File: src/sv/sstf_disk_scheduler_assert.svh
// assertion macros for the sstf disk scheduler
`ifndef SSTF_DISK_SCHEDULER_ASSERT_SVH
`define SSTF_DISK_SCHEDULER_ASSERT_SVH

// same-cycle implication, disabled in reset
`define SSTF_ASSERT_NOW(lbl, ck, rn, ante, cons) \
    lbl: assert property (@(posedge ck) disable iff (!rn) (ante) |-> (cons)) \
        else $error("sstf check failed");

// next-cycle implication, disabled in reset
`define SSTF_ASSERT_NEXT(lbl, ck, rn, ante, cons) \
    lbl: assert property (@(posedge ck) disable iff (!rn) (ante) |=> (cons)) \
        else $error("sstf check failed");

`endif

File: src/sv/sstf_pkg.sv
// ----------------------------------------------------------------------------
// sstf_pkg
// shared constants and word types of the sstf disk scheduler
// ----------------------------------------------------------------------------
package sstf_pkg;

    localparam int QUEUE_DEPTH = 32;
    localparam int CYL_BITS    = 16;
    localparam int SEEK_BITS   = 22;
    localparam int IDX_W       = (QUEUE_DEPTH > 1) ? $clog2(QUEUE_DEPTH) : 1;
    localparam int CNT_W       = $clog2(QUEUE_DEPTH + 1);

    localparam logic [SEEK_BITS-1:0] SEEK_MAX = {SEEK_BITS{1'b1}};

    typedef struct packed {
        logic [CYL_BITS-1:0] cylinder;
        logic                last_request;
    } req_word_t;

    typedef struct packed {
        logic [CYL_BITS-1:0]  served_cylinder;
        logic [CYL_BITS-1:0]  step_distance;
        logic [SEEK_BITS-1:0] total_seek;
        logic                 final_service;
        logic                 overflow;
    } rsp_word_t;

    typedef struct packed {
        logic shift;
        logic flush;
    } cell_ctrl_t;

    typedef struct packed {
        logic en;
        logic first;
    } trk_ctrl_t;

endpackage

File: src/sv/sstf_cell.sv
// ----------------------------------------------------------------------------
// sstf_cell
// one queue cell: a held cylinder and its pending bit, shifted from its neighbor
// ----------------------------------------------------------------------------
module sstf_cell (
    input  logic                         clk,
    input  logic                         rst_n,
    input  sstf_pkg::cell_ctrl_t         ctrl,
    input  logic                         pick_clr,
    input  logic [sstf_pkg::CYL_BITS-1:0] shift_cyl,
    input  logic                         shift_vld,
    output logic [sstf_pkg::CYL_BITS-1:0] cyl,
    output logic                         vld
);

    logic [sstf_pkg::CYL_BITS-1:0] cyl_reg;
    logic                          vld_reg;

    always_ff @(posedge clk or negedge rst_n)
    begin
        if (!rst_n)
        begin
            vld_reg <= 1'b0;
        end
        else
        begin
            priority if (ctrl.flush)
            begin
                vld_reg <= 1'b0;
            end
            else if (ctrl.shift)
            begin
                vld_reg <= shift_vld;
            end
            else if (pick_clr)
            begin
                vld_reg <= 1'b0;
            end
        end
    end

    always_ff @(posedge clk)
    begin
        if (ctrl.shift)
        begin
            cyl_reg <= shift_cyl;
        end
    end

    assign cyl = cyl_reg;
    assign vld = vld_reg;

endmodule

File: src/sv/sstf_nearest.sv
// ----------------------------------------------------------------------------
// sstf_nearest
// tracks the nearest pending cylinder as the ring rotates past it
// ----------------------------------------------------------------------------
module sstf_nearest (
    input  logic                          clk,
    input  logic                          rst_n,
    input  sstf_pkg::trk_ctrl_t           ctrl,
    input  logic [sstf_pkg::CYL_BITS-1:0] head,
    input  logic [sstf_pkg::CYL_BITS-1:0] cand_cyl,
    input  logic                          cand_vld,
    input  logic [sstf_pkg::IDX_W-1:0]    cand_idx,
    output logic [sstf_pkg::CYL_BITS-1:0] best_cyl,
    output logic [sstf_pkg::CYL_BITS-1:0] best_dist,
    output logic [sstf_pkg::IDX_W-1:0]    best_idx
);

    logic                          found_reg;
    logic                          found_next;
    logic [sstf_pkg::CYL_BITS-1:0] best_cyl_reg;
    logic [sstf_pkg::CYL_BITS-1:0] best_dist_reg;
    logic [sstf_pkg::IDX_W-1:0]    best_idx_reg;
    logic [sstf_pkg::CYL_BITS-1:0] cand_dist;
    logic                          take;

    always_comb
    begin
        cand_dist = (cand_cyl >= head) ? (cand_cyl - head) : (head - cand_cyl);
        take = ctrl.en && cand_vld &&
               (ctrl.first || !found_reg || (cand_dist < best_dist_reg) ||
                ((cand_dist == best_dist_reg) && (cand_cyl < best_cyl_reg)));
        found_next = found_reg;
        if (ctrl.en)
        begin
            found_next = ctrl.first ? cand_vld : (found_reg | cand_vld);
        end
    end

    always_ff @(posedge clk or negedge rst_n)
    begin
        if (!rst_n)
        begin
            found_reg <= 1'b0;
        end
        else
        begin
            found_reg <= found_next;
        end
    end

    always_ff @(posedge clk)
    begin
        if (take)
        begin
            best_cyl_reg  <= cand_cyl;
            best_dist_reg <= cand_dist;
            best_idx_reg  <= cand_idx;
        end
    end

    assign best_cyl  = best_cyl_reg;
    assign best_dist = best_dist_reg;
    assign best_idx  = best_idx_reg;

endmodule

File: src/sv/sstf_disk_scheduler.sv
// ----------------------------------------------------------------------------
// sstf_disk_scheduler
// shortest seek time first scheduler over a ring of request cells
// ----------------------------------------------------------------------------
// in channel (in_valid/in_ready/in_data): one request word per cylinder; a word
// with last_request set closes the batch. words are taken only while the block
// is idle, one per cycle; requests beyond QUEUE_DEPTH are dropped and flagged.
// out channel (out_valid/out_ready/out_data): one word per serviced request in
// service order; the last carries final_service, all carry overflow when the
// batch dropped requests.
// each service rotates the request ring once past the nearest-cylinder tracker:
// a scan over all QUEUE_DEPTH cells, then an emit step that posts the result;
// the first result of a batch follows one full scan after the closing word.
// a stalled receiver holds the output register; the next scan still runs and
// its result waits until the register frees up.
// cfg_wr_en/cfg_wr_data write start_head, the head cylinder each batch starts
// from. reset empties the queue, clears start_head and the output register.
// ----------------------------------------------------------------------------
module sstf_disk_scheduler (
    input  logic                          clk,
    input  logic                          rst_n,
    input  logic                          in_valid,
    output logic                          in_ready,
    input  sstf_pkg::req_word_t           in_data,
    output logic                          out_valid,
    input  logic                          out_ready,
    output sstf_pkg::rsp_word_t           out_data,
    input  logic                          cfg_wr_en,
    input  logic [sstf_pkg::CYL_BITS-1:0] cfg_wr_data
);

    `include "sstf_disk_scheduler_assert.svh"

    localparam int D = sstf_pkg::QUEUE_DEPTH;

    typedef enum logic [1:0] {
        ST_IDLE,
        ST_SCAN,
        ST_EMIT
    } state_t;

    state_t                          state_reg;
    logic [sstf_pkg::IDX_W-1:0]      step_reg;
    logic [sstf_pkg::CNT_W-1:0]      count_reg;
    logic [sstf_pkg::CNT_W-1:0]      rem_reg;
    logic [sstf_pkg::CYL_BITS-1:0]   head_reg;
    logic [sstf_pkg::SEEK_BITS-1:0]  seek_reg;
    logic                            dropped_reg;
    logic [sstf_pkg::CYL_BITS-1:0]   start_head_reg;
    logic                            out_valid_reg;
    sstf_pkg::rsp_word_t             out_data_reg;

    logic                            in_fire;
    logic                            has_room;
    logic                            load_shift;
    logic                            emit_fire;
    logic                            last_emit;
    logic [sstf_pkg::CNT_W-1:0]      count_next;
    logic [sstf_pkg::SEEK_BITS:0]    seek_wide;
    logic [sstf_pkg::SEEK_BITS-1:0]  seek_next;

    sstf_pkg::cell_ctrl_t            cell_ctrl;
    sstf_pkg::trk_ctrl_t             trk_ctrl;
    logic [sstf_pkg::CYL_BITS-1:0]   cell_cyl [D];
    logic [D-1:0]                    cell_vld;
    logic [sstf_pkg::CYL_BITS-1:0]   head_cyl;
    logic                            head_vld;
    logic [sstf_pkg::CYL_BITS-1:0]   best_cyl;
    logic [sstf_pkg::CYL_BITS-1:0]   best_dist;
    logic [sstf_pkg::IDX_W-1:0]      best_idx;
    logic [sstf_pkg::IDX_W-1:0]      cand_idx;

    always_comb
    begin
        in_fire    = in_valid && (state_reg == ST_IDLE);
        has_room   = (count_reg < sstf_pkg::CNT_W'(D));
        load_shift = in_fire && has_room;
        count_next = count_reg + sstf_pkg::CNT_W'(has_room);
        emit_fire  = (state_reg == ST_EMIT) && (!out_valid_reg || out_ready);
        last_emit  = (rem_reg == sstf_pkg::CNT_W'(1));
        seek_wide  = {1'b0, seek_reg} + (sstf_pkg::SEEK_BITS+1)'(best_dist);
        seek_next  = seek_wide[sstf_pkg::SEEK_BITS] ? sstf_pkg::SEEK_MAX
                                                    : seek_wide[sstf_pkg::SEEK_BITS-1:0];
        cell_ctrl.shift = load_shift || (state_reg == ST_SCAN);
        cell_ctrl.flush = emit_fire && last_emit;
        trk_ctrl.en     = (state_reg == ST_SCAN);
        trk_ctrl.first  = (step_reg == '0);
        cand_idx        = sstf_pkg::IDX_W'(D - 1) - step_reg;
        head_cyl        = load_shift ? in_data.cylinder : cell_cyl[D-1];
        head_vld        = load_shift ? 1'b1 : cell_vld[D-1];
    end

    // request ring
    for (genvar i = 0; i < D; i++)
    begin : g_cell
        logic [sstf_pkg::CYL_BITS-1:0] src_cyl;
        logic                          src_vld;
        if (i == 0)
        begin : g_first
            assign src_cyl = head_cyl;
            assign src_vld = head_vld;
        end
        else
        begin : g_rest
            assign src_cyl = cell_cyl[i-1];
            assign src_vld = cell_vld[i-1];
        end

        sstf_cell u_cell (
            .clk       (clk),
            .rst_n     (rst_n),
            .ctrl      (cell_ctrl),
            .pick_clr  (emit_fire && (best_idx == sstf_pkg::IDX_W'(i))),
            .shift_cyl (src_cyl),
            .shift_vld (src_vld),
            .cyl       (cell_cyl[i]),
            .vld       (cell_vld[i])
        );
    end

    sstf_nearest u_nearest (
        .clk       (clk),
        .rst_n     (rst_n),
        .ctrl      (trk_ctrl),
        .head      (head_reg),
        .cand_cyl  (cell_cyl[D-1]),
        .cand_vld  (cell_vld[D-1]),
        .cand_idx  (cand_idx),
        .best_cyl  (best_cyl),
        .best_dist (best_dist),
        .best_idx  (best_idx)
    );

    always_ff @(posedge clk or negedge rst_n)
    begin
        if (!rst_n)
        begin
            state_reg      <= ST_IDLE;
            step_reg       <= '0;
            count_reg      <= '0;
            rem_reg        <= '0;
            head_reg       <= '0;
            seek_reg       <= '0;
            dropped_reg    <= 1'b0;
            start_head_reg <= '0;
            out_valid_reg  <= 1'b0;
            out_data_reg   <= '0;
        end
        else
        begin
            if (cfg_wr_en)
            begin
                start_head_reg <= cfg_wr_data;
            end
            if (emit_fire)
            begin
                out_valid_reg <= 1'b1;
            end
            else if (out_ready)
            begin
                out_valid_reg <= 1'b0;
            end
            unique case (state_reg)
                ST_IDLE:
                begin
                    if (in_fire)
                    begin
                        count_reg <= count_next;
                        if (!has_room)
                        begin
                            dropped_reg <= 1'b1;
                        end
                        if (in_data.last_request)
                        begin
                            rem_reg   <= count_next;
                            head_reg  <= start_head_reg;
                            seek_reg  <= '0;
                            step_reg  <= '0;
                            state_reg <= ST_SCAN;
                        end
                    end
                end
                ST_SCAN:
                begin
                    step_reg <= step_reg + sstf_pkg::IDX_W'(1);
                    if (step_reg == sstf_pkg::IDX_W'(D - 1))
                    begin
                        state_reg <= ST_EMIT;
                    end
                end
                ST_EMIT:
                begin
                    if (emit_fire)
                    begin
                        out_data_reg.served_cylinder <= best_cyl;
                        out_data_reg.step_distance   <= best_dist;
                        out_data_reg.total_seek      <= seek_next;
                        out_data_reg.final_service   <= last_emit;
                        out_data_reg.overflow        <= dropped_reg;
                        head_reg <= best_cyl;
                        seek_reg <= seek_next;
                        rem_reg  <= rem_reg - sstf_pkg::CNT_W'(1);
                        step_reg <= '0;
                        if (last_emit)
                        begin
                            count_reg   <= '0;
                            dropped_reg <= 1'b0;
                            state_reg   <= ST_IDLE;
                        end
                        else
                        begin
                            state_reg <= ST_SCAN;
                        end
                    end
                end
                default:
                begin
                    state_reg <= ST_IDLE;
                end
            endcase
        end
    end

    assign in_ready  = (state_reg == ST_IDLE);
    assign out_valid = out_valid_reg;
    assign out_data  = out_data_reg;

    `SSTF_ASSERT_NOW(a_busy_has_work, clk, rst_n, state_reg != ST_IDLE, rem_reg != '0)
    `SSTF_ASSERT_NOW(a_count_bound, clk, rst_n, 1'b1, count_reg <= sstf_pkg::CNT_W'(D))
    `SSTF_ASSERT_NOW(a_pending_match, clk, rst_n, (state_reg == ST_SCAN) && (step_reg == '0),
        $countones(cell_vld) == int'(rem_reg))
    `SSTF_ASSERT_NEXT(a_batch_closes, clk, rst_n, emit_fire && last_emit,
        (state_reg == ST_IDLE) && (count_reg == '0) && (cell_vld == '0) && out_valid)

endmodule
File: config.mk
export PLATFORM = sky130hd
export DESIGN_NAME = sstf_disk_scheduler
export DESIGN_NICKNAME = d
export VERILOG_FILES = /design/src/sv/sstf_pkg.sv /design/src/sv/sstf_cell.sv /design/src/sv/sstf_nearest.sv /design/src/sv/sstf_disk_scheduler.sv
export VERILOG_INCLUDE_DIRS = /design/src /design/src/sv
export SDC_FILE = /design/constraint.sdc
export NUM_CORES = 1
export LEC_CHECK = 0
export BUFFER_PORTS_ARGS = -buffer_cell sky130_fd_sc_hd__buf_2
export CORE_ASPECT_RATIO = 1.2
export CORE_MARGIN = 1
export CORE_UTILIZATION = 50
export CTS_CLUSTER_DIAMETER = 200
export CTS_CLUSTER_SIZE = 24
export DETAILED_ROUTE_END_ITERATION = 8
export GPL_ROUTABILITY_DRIVEN = 0
export GPL_TIMING_DRIVEN = 0
export PLACE_DENSITY_LB_ADDON = 0.15
export SLEW_MARGIN = 20
export SYNTH_ARGS = -nofsm -noshare
export SYNTH_HDL_FRONTEND = slang
export SYNTH_SLANG_ARGS = --single-unit
File: constraint.sdc
create_clock -name clk -period 9.21 [get_ports clk]
set_clock_uncertainty 0.1 [all_clocks]
set_input_delay 2.3025 -clock clk [delete_from_list [all_inputs] [get_ports clk]]
set_output_delay 2.3025 -clock clk [all_outputs]
set_load 0.01 [all_outputs]
Yosys cells after proc, flatten, opt, wreduce, memory -nomap -nowiden --
Index checks and enable logic that the tools add are counted.
Cells by class: add/sub/neg operators 7, magnitude comparators 4, equality and inequality tests 42, mux-type cells 134, bitwise logic cells 1, reduce and logical (&&, ||, !) cells 90
Operator list (count):
- 1-bit 2-to-1 mux | 105
- 3-bit nonzero test | 33
- 22-bit 2-to-1 mux | 4
- 5-bit == test (second input constant) | 17
- 16-bit 2-to-1 mux | 5
- 22-bit case mux with 2 select lines | 1
- 5-bit by 4-bit == test with 1-bit output (second input constant) | 8
- 1-bit logical AND | 39
- 6-bit 2-to-1 mux | 6
- 16-bit < comparator | 2
- 16-bit case mux with 2 select lines | 1
- 16-bit subtractor | 2
- 6-bit case mux with 2 select lines | 2
- 22-bit by 16-bit adder with 23-bit output | 1
- 5-bit by 3-bit == test with 1-bit output (second input constant) | 4
- 16-bit == test | 1
- 16-bit >= comparator | 1
- 4-bit AND reduction | 4
- 5-bit 2-to-1 mux | 3
- 5-bit case mux with 3 select lines | 1
- 5-bit by 2-bit == test with 1-bit output (second input constant) | 2
- 5-bit logical NOT | 2
- 2-bit 2-to-1 mux | 4
- 2-bit != test (second input constant) | 4
- other kinds (19) | 26
Word-level totals: register bits 713, input port bits 38, output and inout bits 58, word-level logic and storage cells 360

Depth between registers and ports, before layout --
Gate-level depths: netlist of the first run.
depth in word-level cells 7, gate-level depth with buffers 20, depth with buffers taken out 19

Modules after synthesis --
Synthesis of the first run repeated with hierarchy kept, for this count alone.
Second synthesis, totals: cells, all modules 1766, area total of the unflattened synthesis 26952.1 sq um
Modules (own cells, without submodules):
- sstf_cell | instances 32, cells an instance 20, area an instance 523.0 sq um, sequential area each 505.5 sq um
- sstf_disk_scheduler | instances 1, cells an instance 754, area an instance 6774.0 sq um, sequential area each 3278.1 sq um
- sstf_nearest | instances 1, cells an instance 372, area an instance 3442.1 sq um, sequential area each 1136.1 sq um

Worst setup path before layout of the first run --
Ideal clock, no wire load.
path type input port to flip-flop, start point input in_valid, end point register g_cell[0].u_cell.cyl_reg, in the netlist g_cell[0].u_cell.cyl[0], enable pin, setup time 0.655 ns, arrival 9.022 ns, required time 8.455 ns, setup slack -0.567 ns, stages 6, buffers on the path 2, cells stage by stage clkbuf_1 > nand2_1 > nor2_1 > nor2_2 > inv_2 > buf_2
On the way: longest elaborated chain between the ends 3
RTL lines:
- from (decl) | RTL line sstf_disk_scheduler.sv:22 | input logic in_valid,
- 1-bit logical AND | RTL line sstf_disk_scheduler.sv:75 | in_fire = in_valid && (state_reg == ST_IDLE);
- 1-bit logical AND | RTL line sstf_disk_scheduler.sv:77 | load_shift = in_fire && has_room;
- 1-bit logical OR | RTL line sstf_disk_scheduler.sv:84 | cell_ctrl.shift = load_shift || (state_reg == ST_SCAN);
- to (signal assigned) | RTL line sstf_cell.sv:46 | cyl_reg <= shift_cyl;
- to (decl) | RTL line sstf_cell.sv:16 | logic [sstf_pkg::CYL_BITS-1:0] cyl_reg;
No other way between the ends. A chain may end at the register's enable or synchronous reset.

Worst setup path in the final report of the first run --
start point input in_valid, end point register g_cell[17].u_cell.cyl_reg, in the netlist g_cell[17].u_cell.cyl[7], enable pin
On the way: longest elaborated chain between the ends 3
RTL lines (RTL line):
- 1-bit logical AND | sstf_disk_scheduler.sv:75
- 1-bit logical AND | sstf_disk_scheduler.sv:77
- 1-bit logical OR | sstf_disk_scheduler.sv:84
- to (signal assigned) | sstf_cell.sv:46
- to (decl) | sstf_cell.sv:16
No other way between the ends.

==> flow_summary_export.csv, run 1 <==
group,metric,value,unit
worst_setup_path,cp_common_cell,"buf_16",
worst_setup_path,crit_type,"in -> reg",
clock_tree,root_buffer,"clkbuf_16",
synth,muxShareOfSynthArea,1.10,%
power,total_power,9170,uW
synth,synthAdderAreaFrac,4.18,%
route,ant_nets,0,
route,drt_iter0_drc,1278,
synth,avgSynthCellArea,15.3,um2
worst_setup_path,crit_slowest_cell,"nor2_1",
finish,layout.nets,2015,
route,drt-total-wl,50600,um
finish,nFillCells,4170,
clock_tree,htreeDepth,2,
power,clkPwrFrac,18.3,%
floorplan,ioPinCount,96,
sta,fin_setup_tns,0,ps
synth,synth_nets,1877,
finish,multi_input_area,5680,um2
synth,synth_compound_area_share,8.14,%
sta,fin_crit_sh,67.3,%
route,drcViolationCount,0,
synth,synth_enable_flop_cells,549,
clock_tree,postCtsSetupBuffers,0,
placed_design,numPortBuffers,93,
worst_setup_path,path_buf_inv,8,
floorplan,die_h,256,um
clock_tree,numCtsBuffers,35,
job,cap_violations,0,
sta,fmax,161,MHz
worst_setup_path,start_kind,"input port",
clock_tree,clkTransAtPathRegs,90,ps
sta,finalMaxSlewViolations,0,
synth,syn-instance-count,1751,
sta,rsz0062_at_grt,"false",
clock_tree,clock_sinks,713,
route,num_vias,14254,
finish,fin_area,29400,um2
finish,drive_gt1_share,10.4,%
run_status,status,"completed",
power,max-vdd-ir-drop,0.000222,V
floorplan,die_w,214,um
global_routing,grt-ovfl-total,0,
route,wl_per_cell,19.3,um
worst_setup_path,cp_cell_sequence,"clkbuf_1 -> nand2_1 -> nor2_1 -> nor2_2 -> inv_2 -> buf_8 -> buf_16 -> buf_16 -> buf_16 -> buf_16 -> buf_16",
clock_tree,clock_insertion_delay_worst_skew,570,ps
sta,maxSlewHeadroom,46.6,%
synth,synth_top_family_by_area,"compound AO/OA/AOI/OAI gates",
synth,synthFlopType,"edfxtp_1",
floorplan,core.rowCount,92,
synth,synth-simple-area-share,6.56,%
placed_design,hpwl,34300,um
finish,largest_reg_flops,512,
route,avgViaCountPerCell,5.44,
sta,finalSetupViolations,0,
power,power.leakage,0.0112,uW
floorplan,die-area,54700,um2
worst_hold_path,hold_path_class,"reg -> reg",
power,seqPwrFrac,56.7,%
worst_setup_path,crit_path_max_fanout,110,
power,power.density,311,nW/um2
worst_setup_path,critPathMaxStageDelay,630,ps
sta,worst_slew_pin_slew,799,ps
synth,seq_area_frac_synth,76.7,%
worst_setup_path,worstPathArrival,6330,ps
route,dr.pass1.iters,5,
synth,yosysWarnings,0,
global_routing,grt_use_total,19.0,%
sta,hold_viol,0,
worst_setup_path,crit_required,9340,ps
finish,final_core_util,55.7,%
clock_tree,cts_tree,"done",
finish,seqCellArea,20600,um2
power,p_switching,2790,uW
synth,ys_ff_latch,713,
global_routing,antenna_found_initial,1,
floorplan,start_util,50.8,%
synth,synthesis.area,26900,um2
global_routing,grt_pass1_vias,13931,
power,combPwrFrac,25.0,%
synth,yosys.area_share.xor_xnor,1.11,%
floorplan,core-area,52800,um2
clock_tree,clockBufferDepth,3,
clock_tree,ctsResizeCount,0,
global_routing,grt_pass1_wl,79100,um
synth,async_flop_share,23.0,%
synth,ys_types,76,
power,switching_share,30.4,%
global_routing,grt_max_degree,111,
finish,syn_to_final_growth,9.62,%
worst_setup_path,critPathTopFamily,"buffers and inverters",
sta,fin_crit,6200,ps
placed_design,placed_area,28500,um2
power,internal_power,6380,uW
worst_setup_path,worst_setup_path_end_kind,"flop",
clock_tree,holdBufCountCts,0,
-- per-stage QoR --
stage / setup slack [ps] / cells / hold WS, ps
after floorplan: 2110 / 1751 / 300
after global placement: 196 / 2549 / 304
after detailed placement: 2290 / 2557 / 305
after CTS: 2960 / 2618 / 317
after global routing: 2710 / 2619 / 321
final: 3010 / 2619 / 316
-- power groups by stage --
| stage | logic [uW] | clock network [uW] | registers, uW |
|---|---|---|---|
| 6_report | 2300 | 1680 | 5200 |
| 3_3_place_gp | 2150 | 0 | 5410 |
| 2_1_floorplan | 1610 | 0 | 5250 |
| 5_1_grt | 2550 | 1840 | 5310 |
| 3_5_place_dp | 2300 | 0 | 5260 |
| 4_1_cts | 2300 | 1740 | 5220 |
-- cell families after synthesis --
family                   count (synthesis)
flip-flops                             713
AND/OR/NAND/NOR                        400
AO/OA/AOI/OAI                          341
buffers and inverters                  148
adder cells (fa/ha/maj)                 88
XOR/XNOR                                34
multiplexers                            27
-- per-layer routing --
metal / up-vias / share of wire (%) / global-route usage, %
met5: - / 0 / 0
met4: 0 / 2.7 / 5.54
met3: 90 / 4.4 / 3.09
met2: 341 / 48 / 30.6
met1: 7106 / 45 / 26.7
li1: 6717 / - / -
-- cell usage after synthesis, types with 26 or more instances --
cell type    n  area share [%]
buf_2       26            0.48
nor2_1      71            0.99
inv_1       82             1.1
a21oi_1     83             1.5
clkbuf_1    33            0.46
o21ai_1     37            0.69
nand2_1    226             3.2
o21ai_0     70             1.3
edfxtp_1   549              61
a21o_1      35            0.98
ha_1        85             4.0
dfrtp_1    164              15
-- path summary, 6_finish.rpt --
kind / from / slack, ps / end / cells past startpoint
max reg2reg: g_cell[31].u_cell.cyl[0] / 4040 / u_nearest.best_idx[1] / 20
max in group asynchronous: rst_n / 6500 / start_head_reg[11] / 2
max: in_valid / 3010 / g_cell[17].u_cell.cyl[7] / 11
min in group asynchronous: rst_n / 1600 / g_cell[23].u_cell.vld / 1
min reg2reg: g_cell[11].u_cell.cyl[11] / 320 / g_cell[12].u_cell.cyl[11] / 0
min: g_cell[11].u_cell.cyl[11] / 320 / g_cell[12].u_cell.cyl[11] / 0
-- cell usage in the layout, fill, tap and decap left out, types with 17 or more instances in the layout --
master / instances
a32o_1: 24
clkbuf_1: 57
edfxtp_1: 549
o21ai_0: 69
o21ai_1: 37
nand4_1: 19
a21oi_1: 83
inv_1: 82
a21o_1: 35
nor2_1: 71
buf_2: 117
clkbuf_16: 35
nand3_1: 24
a31oi_1: 23
dfrtp_1: 164
xnor2_1: 22
ha_1: 85
mux2_2: 17
nand2_1: 226
-- cell type report --
class	count	share of cell area (%)
Clock inverter	2	0.0595
Multi-Input combinational cell	890	19.3
Inverter	83	1.06
Sequential cell	713	69.9
Antenna cell	1	0.00850
Tap cell	705	3.00
Timing Repair Buffer	101	2.36
Buffer	65	1.02
Clock buffer	59	3.28
Power figures use the tool's default switching activity.
==> inputs of run 2 (changes only) <==
==> constraint.sdc (replaced) <==
create_clock -name clk -period 5.2 [get_ports clk]
set_clock_uncertainty 0.1 [all_clocks]
set_input_delay 1.3 -clock clk [delete_from_list [all_inputs] [get_ports clk]]
set_output_delay 1.3 -clock clk [all_outputs]
set_load 0.01 [all_outputs]
==> flow_summary_export.csv, run 2 (synthesized netlist as in run 1, its figures left out) <==
group,metric,value,unit
run_status,status,"completed",
power,clkPwrFrac,18.7,%
job,cap_violations,0,
power,max-vdd-ir-drop,0.000442,V
finish,largest_reg_flops,512,
worst_hold_path,hold_path_class,"reg -> reg",
clock_tree,clockBufferDepth,3,
route,dr.pass1.iters,5,
finish,syn_to_final_growth,9.72,%
route,ant_nets,0,
power,p_switching,4990,uW
route,drcViolationCount,0,
clock_tree,clock_insertion_delay_worst_skew,580,ps
sta,fin_crit,4880,ps
power,combPwrFrac,24.9,%
route,wl_per_cell,19.4,um
worst_setup_path,crit_type,"reg -> reg",
clock_tree,cts_tree,"done",
route,drt_iter0_drc,1222,
placed_design,place_ws,-740,ps
floorplan,die_h,256,um
global_routing,antenna_found_initial,0,
finish,final_core_util,55.8,%
sta,fin_ws,318,ps
floorplan,die-area,54700,um2
power,switching_share,30.6,%
clock_tree,clkTransAtPathRegs,100,ps
global_routing,grtUsageMet3,2.97,%
worst_setup_path,worst_setup_path_end_kind,"flop",
global_routing,grt_max_degree,117,
sta,fin_crit_sh,93.9,%
floorplan,core-area,52800,um2
worst_setup_path,crit_required,5390,ps
power,power.density,554,nW/um2
route,num_vias,14195,
worst_setup_path,start_kind,"flop",
global_routing,grt-ovfl-total,0,
global_routing,grt_pass1_wl,79900,um
global_routing,gr-max-usage-layer,"met2",
global_routing,use_met1,27.1,%
floorplan,die_w,214,um
finish,diodes,0,
sta,fmax,205,MHz
sta,maxSlewHeadroom,47.1,%
finish,layout.nets,2016,
power,seqPwrFrac,56.4,%
clock_tree,htreeDepth,2,
sta,rsz0062_at_grt,"false",
floorplan,start_util,50.8,%
worst_setup_path,worstPathArrival,5070,ps
power,internal_power,11300,uW
placed_design,hpwl,33900,um
power,power.leakage,0.0113,uW
placed_design,numPortBuffers,93,
route,drt-total-wl,50800,um
sta,finalSetupViolations,0,
clock_tree,clock_sinks,713,
floorplan,core.rowCount,92,
clock_tree,root_buffer,"clkbuf_16",
finish,final_cell_mix,"edfxtp_1 (549), nand2_1 (226), dfrtp_1 (164)",
sta,finalMaxSlewViolations,0,
global_routing,grt_use_total,19.2,%
worst_setup_path,reg2reg_slack,320,ps
finish,drive_gt1_share,10.6,%
floorplan,ioPinCount,96,
clock_tree,numCtsBuffers,35,
global_routing,grt_pass1_vias,14076,
worst_setup_path,crit_path_max_fanout,21,
sta,hold_viol,0,
route,avgViaCountPerCell,5.42,
global_routing,gr-usage-met2,30.5,%
finish,final_common_cell,"edfxtp_1",
sta,worst_slew_pin_slew,794,ps
==> run 2: cell types whose count changed in the layout (fill, tap and decap cells not counted), sizes merged <==
cell,delta
buf,+1
clkbuf,+1
clkinv,+1
diode,-1
==> run 2: layout make-up <==
type | count | area, um2
clock inverters | 3 | 33.8
inverters | 83 | 312
multi-input cells | 890 | 5680
flip-flops and latches | 713 | 20600
fillers | 4197 | 23400
plain buffers | 65 | 307
repair buffers | 102 | 676
well taps | 705 | 882
clock buffers | 60 | 991
==> run 2: timing repair <==
item,4_1_cts,5_1_grt
hold buffers,0,0
setup endpoints to repair,80,101
cloned,0,0
setup buffers,0,3
gates resized for setup,1,1
pin swaps,0,0
endpoints found under the hold margin,0,0
==> run 2: stage by stage <==
step | std cells | hold slack, ps | cell area (um2) | power, uW | TNS, ps
3_3_place_gp | 2549 | 303 | 28200 | 13300 | -782500
2_1_floorplan | 1751 | 300 | 26900 | 12100 | 0
3_5_place_dp | 2555 | 305 | 28400 | 13400 | -94680
6_report | 2621 | 315 | 29500 | 16300 | 0
5_1_grt | 2621 | 323 | 29500 | 17300 | 0
4_1_cts | 2618 | 322 | 29400 | 16500 | 0
==> run 2: worst paths after layout <==
path	cells after the start	to	start
setup / recovery	19	u_nearest.best_idx[3]	g_cell[31].u_cell.cyl[0]
hold / removal	0	g_cell[25].u_cell.cyl[10]	g_cell[24].u_cell.cyl[10]
setup reg to reg	19	u_nearest.best_idx[3]	g_cell[31].u_cell.cyl[0]
hold reg to reg	0	g_cell[25].u_cell.cyl[10]	g_cell[24].u_cell.cyl[10]
max in group asynchronous	2	out_data[48]	rst_n
min in group asynchronous	1	g_cell[10].u_cell.vld	rst_n
==> run 2: worst max-delay path, stage by stage, from the launching register on <==
cell and delay, ps:
edfxtp_1 460, inv_1 160, ha_1 200, inv_1 60, fa_1 400, a211oi_2 260, o211ai_1 150, o211ai_1 120
nand3_2 200, buf_2 260, mux2_1 360, ha_1 290, nor2b_1 140, o21a_1 160, o21a_1 170, o21bai_1 180
a21oi_1 90, or4_1 460, o21ai_4 150, buf_16 210
==> run 2: power groups by stage <==
stage               registers (uW)  logic, uW  clock network, uW
floorplan                     9230       2850                  0
global placement              9490       3820                  0
detailed placement            9320       4040                  0
CTS                           9240       4050               3170
global route                  9400       4520               3350
finish                        9200       4060               3050
==> run 2: per-layer routing <==
layer	vias up	routed length (um)
met2	303	24300
met3	79	2000
met5	-	0
met4	0	1490
li1	6714	-
met1	7099	22900
